===== config.mk =====
export PLATFORM = sky130hd
export DESIGN_NAME = oeg_mac3
export DESIGN_NICKNAME = d
export VERILOG_FILES = /design/src/hdl/oeg_pkg.sv /design/src/hdl/oeg_mac3.sv
export SDC_FILE = /design/constraint.sdc
export NUM_CORES = 1
export LEC_CHECK = 0
export ABC_AREA = 1
export BUFFER_PORTS_ARGS = -buffer_cell sky130_fd_sc_hd__buf_4
export CORE_MARGIN = 2
export CORE_UTILIZATION = 55
export DETAILED_ROUTE_END_ITERATION = 16
export PLACE_DENSITY = 0.93
export SYNTH_ARGS = -nofsm -noshare
export SYNTH_HDL_FRONTEND = slang
export SYNTH_SLANG_ARGS = --single-unit

===== constraint.sdc =====
create_clock -name vclk -period 23.3
set_clock_uncertainty 0.15 [all_clocks]
set_input_delay 4.66 -clock vclk [all_inputs]
set_output_delay 4.66 -clock vclk [all_outputs]
set_load 0.02 [all_outputs]

===== src/hdl/oeg_pkg.sv =====
// ----------------------------------------------------------------------------
// oeg_pkg
// Shared types, constants and fixed-point helpers of the orthogonality
// energy gradient block.
// ----------------------------------------------------------------------------
package oeg_pkg;

    localparam int FIELD_W      = 32;
    localparam int PROD_W       = 64;
    localparam int CFG_INDEX_W  = 4;
    localparam int FRAC_BITS    = 24;
    localparam int KV_FRAC_BITS = 16;
    localparam int OUT_SHIFT    = 14;

    typedef logic signed [FIELD_W-1:0]  field_t;
    typedef logic        [FIELD_W-1:0]  ufield_t;
    typedef logic signed [PROD_W-1:0]   prod_t;
    typedef logic        [CFG_INDEX_W-1:0] cfg_index_t;

    localparam cfg_index_t REG_STIFFNESS = cfg_index_t'(0);
    localparam cfg_index_t REG_VOLUME    = cfg_index_t'(1);

    localparam ufield_t CFG_RESET = ufield_t'(65536);
    localparam prod_t   ONE_Q24   = prod_t'(1) <<< FRAC_BITS;

    // round half up: floor((x + 2^(s-1)) / 2^s)
    function automatic prod_t rnd_shift(input prod_t x, input int s);
        prod_t bias;
        bias = prod_t'(1) <<< (s - 1);
        return (x + bias) >>> s;
    endfunction

    // clamp to signed w-bit range, w <= FIELD_W
    function automatic field_t sat_to(input prod_t x, input int w);
        prod_t hi;
        prod_t lo;
        prod_t r;
        hi = (prod_t'(1) <<< (w - 1)) - prod_t'(1);
        lo = -hi - prod_t'(1);
        if (x > hi)
            r = hi;
        else if (x < lo)
            r = lo;
        else
            r = x;
        return field_t'(r);
    endfunction

endpackage


===== src/hdl/oeg_mac3.sv =====
// ----------------------------------------------------------------------------
// oeg_mac3
// Rounds three Q.48 products to Q.24, sums them, optionally removes 1.0,
// and saturates the sum to the working width.
// ----------------------------------------------------------------------------
module oeg_mac3 #(
    parameter int SAT_W = 32
) (
    input  oeg_pkg::prod_t [2:0] p,
    input  logic                 sub_one,
    output oeg_pkg::field_t      y
);

    oeg_pkg::prod_t sum;

    always_comb
    begin
        sum = oeg_pkg::rnd_shift(p[0], oeg_pkg::FRAC_BITS)
            + oeg_pkg::rnd_shift(p[1], oeg_pkg::FRAC_BITS)
            + oeg_pkg::rnd_shift(p[2], oeg_pkg::FRAC_BITS);
        if (sub_one)
            sum = sum - oeg_pkg::ONE_Q24;
        y = oeg_pkg::sat_to(sum, SAT_W);
    end

endmodule


==> results of run 1 <==
[per-layer routing]
layer | global-route usage | wire [um] | share of wire | vias up
li1 | - | - | - | 4792
met1 | 0.427 | 10900 | 0.47 | 4117
met2 | 0.531 | 10600 | 0.45 | 366
met3 | 0.0119 | 1480 | 0.063 | 29
met4 | 0.0400 | 325 | 0.014 | 0
met5 | 0 | 0 | 0 | -
[worst paths after layout]
path,start,end,slack (ps),depth (start not counted)
hold / removal,sub_one,y[24],9590,5
setup / recovery,p[151],y[5],7510,43
[layout make-up]
cell class                      instances  area, um^2  area share
Multi-Input combinational cell       1139        6540       0.706
Timing Repair Buffer                  156        1170       0.127
Inverter                              352        1320       0.143
Tap cell                              180         225      0.0243
[per-stage QoR]
step	setup slack [ps]	hold WS [ps]	instance area (um^2)	utilization
2_1_floorplan	8890	9390	7930	-
3_5_place_dp	7600	9590	9260	0.662
5_1_grt	6860	9650	9260	0.662
3_3_place_gp	7810	9580	9260	0.662
4_1_cts	7560	9590	9260	0.662
6_report	7510	9590	9260	0.662
[cell families (layout without fill, tap and decap cells)]
logic type	Yosys count	in the layout	synth area share
xor gates and xnor gates	133	133	0.147
buffers and inverters	358	508	0.175
AOI/OAI and AO/OA	48	48	0.0333
adders and majority gates	85	85	0.173
and+or+nand+nor	873	873	0.472
[power breakdown]
part           switching, mW  leakage, nW  internal [mW]
Clock                      0            0              0
Combinational          0.285         5.60          0.160
Sequential                 0            0              0
[worst max-delay path: cells and delay by family]
kind | cells | cell delay [ps]
xor gates and xnor gates | 1 | 150
adders and majority gates | 4 | 1150
buffers and inverters | 7 | 580
and+or+nand+nor | 31 | 4400
[cells in the mapped netlist (all sizes together), types with 2 or more instances]
| cell type | number | area share |
|---|---|---|
| nor4 | 17 | 0.017 |
| o21bai | 2 | 0.0019 |
| xnor2 | 30 | 0.033 |
| fa | 41 | 0.10 |
| nor3 | 32 | 0.021 |
| o21ai | 9 | 0.0057 |
| nor2 | 147 | 0.076 |
| nand3 | 95 | 0.061 |
| ha | 44 | 0.069 |
| and3 | 2 | 0.0016 |
| xor2 | 103 | 0.11 |
| a21o | 4 | 0.0038 |
| nand3b | 6 | 0.0057 |
| nand2 | 540 | 0.26 |
| inv | 351 | 0.17 |
| buf | 6 | 0.0085 |
| a31oi | 2 | 0.0016 |
| a21oi | 30 | 0.019 |
| nand4 | 27 | 0.024 |
| and2 | 2 | 0.0016 |
==> run metrics, run 1 <==
maximum capacitance violations=0; setup total negative slack=0 ps; routed length per placed instance=between 10 and 15 um; I/O Buffers=between 150 and 200; Worst Setup End Kind=primary output; run status=completed; commonest non-fill, non-tap cell in the layout=nand2_1; number of placed cells counting well taps=approximately 1,800; I/O pin count=about 230; antenna viol nets, final=0; global router's overall resource usage=0.304; peak clock frequency supported by timing=~0.063 GHz; Setup CP Type=primary input to primary output; Power, Total=about 0.45 mW; Synth Net Count=1,775; measured slew at the worst slew-check pin=around 590 ps; Slowest-stage cell, CP=fa_1; number of buffers inserted by post-CTS setup repair=0; combined flip-flop and latch cell area=0 um^2; final critical-path required period=approximately 16,000 ps; nets@finish=1,927; min-delay worst type=primary input to primary output; Starting Density=0.567; proportion of synthesized chip area in sequential cells=0; initial antenna violation count=0; Residual DRC=0; Die W=roughly 120 um; post-synthesis average cell area=between 5 and 6 um^2; period utilisation layout=0.678; standby leakage power=about 5.6 nW; number of inserted filler cells in the final layout=1,386; first-pass GRT wire length=approximately 38 mm; Detailed Route WL=about 23 mm; required time reported for the critical path endpoint=18,490 ps; final-report hold violation count=0; Vias per Instance=5.09; die height=approximately 120 um; total number of placement rows=43; Iter 0 DRT Violations=683; unrepaired setup endpoints after global routing=false; signal arrival time at the worst endpoint=roughly 11,000 ps; number of distinct standard cells referenced by the synthesized netlist=37; area of the die=15,400 um^2; delay contributed by the slowest stage of the critical path=around 480 ps; Core Region=14,000 um^2; category of the worst setup path launch point=primary input; number of flip-flops and latches=0; overall overflow remaining after global route=0; antenna fix cells=0; post-layout instance count excluding filler cells=between 1,500 and 2,000; detailed-routing iteration count for the pre-antenna-repair pass=6; netlist area before placement=between 7000 and 8000 um^2; area grow syn2layout=16.8%; total power density per cell area=between 40 and 50 nW/um^2; most numerous cell on the critical path=nand2_1; count of synthesis-stage warnings from yosys=0; fin. max-slew vios=0; HPWL reported at the end of detailed placement=about 21 mm; Rel. slew slack=0.604; final number of setup-violating endpoints=0; pin count of the biggest net entering global routing=32; via count of the first global-routing pass=8,598; fraction of layout instances using a drive strength above 1=0.117; number of cells produced by synthesis=~1,500; total via count in the routed design=9,304; post-cts resize count=0; # clk buffers=0; Placer Congestion=roughly 0.96; commonest cells after routing, fill and taps aside=531 x nand2_1, 348 x inv_1, 156 x buf_4; hold_buf cts=0; top fanout value on the critical path=31; largest vdd supply drop=around 0.032 mV
(Power assumes the default switching activity.)
==> inputs of run 2 (changes only) <==
==> constraint.sdc (replaced) <==
create_clock -name vclk -period 15.2
set_clock_uncertainty 0.15 [all_clocks]
set_input_delay 3.04 -clock vclk [all_inputs]
set_output_delay 3.04 -clock vclk [all_outputs]
set_load 0.02 [all_outputs]
==> run metrics, run 2 (same netlist as run 1, synthesis figures left out) <==
overall overflow remaining after global route=0 (unchanged); Rel. slew slack=0.567 (-0.0363); Sw Ratio=0.640 (about the same); clock network fraction of design power=0 (unchanged); kind of cell adding the most delay to the critical path=simple AND/OR/NAND/NOR gates; I/O Buffers=156 (unchanged); post-detailed-placement cell area=9260 um^2 (unchanged); Die W=124 um (unchanged); nets@finish=1,927 (unchanged); Worst Setup End Kind=primary output; Placer Congestion=0.955 (about the same); area grow syn2layout=16.8% (unchanged); combined flip-flop and latch cell area=0 um^2 (unchanged); top fanout value on the critical path=31 (unchanged); Slowest-stage cell, CP=fa_1; delay contributed by the slowest stage of the critical path=480 ps (about the same); area of the die=15,400 um^2 (unchanged); total via count in the routed design=9,297 (-0.075%); measured slew at the worst slew-check pin=643 ps (+53.9 ps); Detailed Route WL=23.1 mm (-1.1%); pre-CTS setup slack=2750 ps (-4850 ps); # clk buffers=0 (unchanged); crit path buf inv count=7 (unchanged); commonest cells after routing, fill and taps aside=531 x nand2_1, 348 x inv_1, 156 x buf_4; period utilisation layout=0.829; commonest non-fill, non-tap cell in the layout=nand2_1; final-report hold violation count=0 (unchanged); fin. max-slew vios=0 (unchanged); antenna viol nets, final=0 (unchanged); peak clock frequency supported by timing=0.0793 GHz; antenna fix cells=0 (unchanged); portion of total power attributed to sequential cells=0 (unchanged); standby leakage power=5.60 nW (unchanged); run status=completed; routed length per placed instance=12.6 um (-1.1%); I/O pin count=225 (unchanged); fraction of layout instances using a drive strength above 1=0.117 (unchanged); category of the worst setup path launch point=primary input; via count of the first global-routing pass=8,491 (-1.2%); maximum capacitance violations=0 (unchanged); largest vdd supply drop=0.0498 mV (+54%); combinational cell fraction of total power=1.000 (about the same); min-delay worst type=primary input to primary output; most numerous cell on the critical path=nand2_1; Vias per Instance=5.09 (about the same); end-of-flow core utilization=0.662 (unchanged); total power density per cell area=73.8 nW/um^2 (+53%); final critical-path required period=12,600 ps; final critical-path setup slack=2600 ps (-4910 ps); Iter 0 DRT Violations=628 (-8.1%); final number of setup-violating endpoints=0 (unchanged); Residual DRC=0 (unchanged); detailed-routing iteration count for the pre-antenna-repair pass=5 (-1); signal arrival time at the worst endpoint=9410 ps (-1570 ps); internal power contribution=0.245 mW (+53%); post-cts resize count=0 (unchanged); pin count of the biggest net entering global routing=32 (unchanged); Design Area, Final=9260 um^2 (unchanged); total number of placement rows=43 (unchanged); unrepaired setup endpoints after global routing=false; setup total negative slack=0 ps (unchanged); Setup CP Type=primary input to primary output; number of buffers inserted by post-CTS setup repair=0 (unchanged); initial antenna violation count=0 (unchanged); die height=124 um (unchanged); Starting Density=0.567 (unchanged); switching component of the power=0.437 mW (+53%); first-pass GRT wire length=37.6 mm (-1.1%); global router's overall resource usage=0.301 (-0.00312); hold_buf cts=0 (unchanged); HPWL reported at the end of detailed placement=21.0 mm (-0.90%); required time reported for the critical path endpoint=12,010 ps (-6480 ps); Core Region=14,000 um^2 (unchanged); number of flip-flops and latches=0 (unchanged)
==> run 2: cell counts in the layout (fill, tap and decap cells not counted) <==
Identical to the previous run, type by type.
==> run 2: through the flow <==
stage / hold WS (ps) / std cells / total power, mW
after CTS: 6350 / 1827 / 0.674
final: 6350 / 1827 / 0.683
after global placement: 6340 / 1827 / 0.657
after global routing: 6390 / 1827 / 0.766
after floorplan: 6150 / 1497 / 0.473
after detailed placement: 6350 / 1827 / 0.672
==> run 2: per-layer routing <==
layer / up-vias / part of all wire / track usage / routed length (um)
met4: 0 / 0.014 / 0.0400 / 330
li1: 4797 / - / - / -
met1: 4102 / 0.46 / 0.426 / 10700
met3: 28 / 0.075 / 0.0165 / 1730
met5: - / 0 / 0 / 0
met2: 370 / 0.45 / 0.517 / 10300
==> run 2: area by class of cell <==
type / count / area (um^2)
Tap cell: 180 / 225
Inverter: 352 / 1320
Timing Repair Buffer: 156 / 1170
Fill cell: 1384 / 4730
Multi-Input combinational cell: 1139 / 6540
==> run 2: path summary, 6_finish.rpt <==
check / start / endpoint / depth (start not counted)
max: p[151] / y[17] / 43
min: sub_one / y[24] / 5
==> run 2: power by group through the flow <==
| stage | logic [mW] | clock network [mW] | registers [mW] |
|---|---|---|---|
| finish | 0.683 | 0 | 0 |
| global route | 0.766 | 0 | 0 |
| CTS | 0.674 | 0 | 0 |
| detailed placement | 0.672 | 0 | 0 |
| global placement | 0.657 | 0 | 0 |
| floorplan | 0.473 | 0 | 0 |
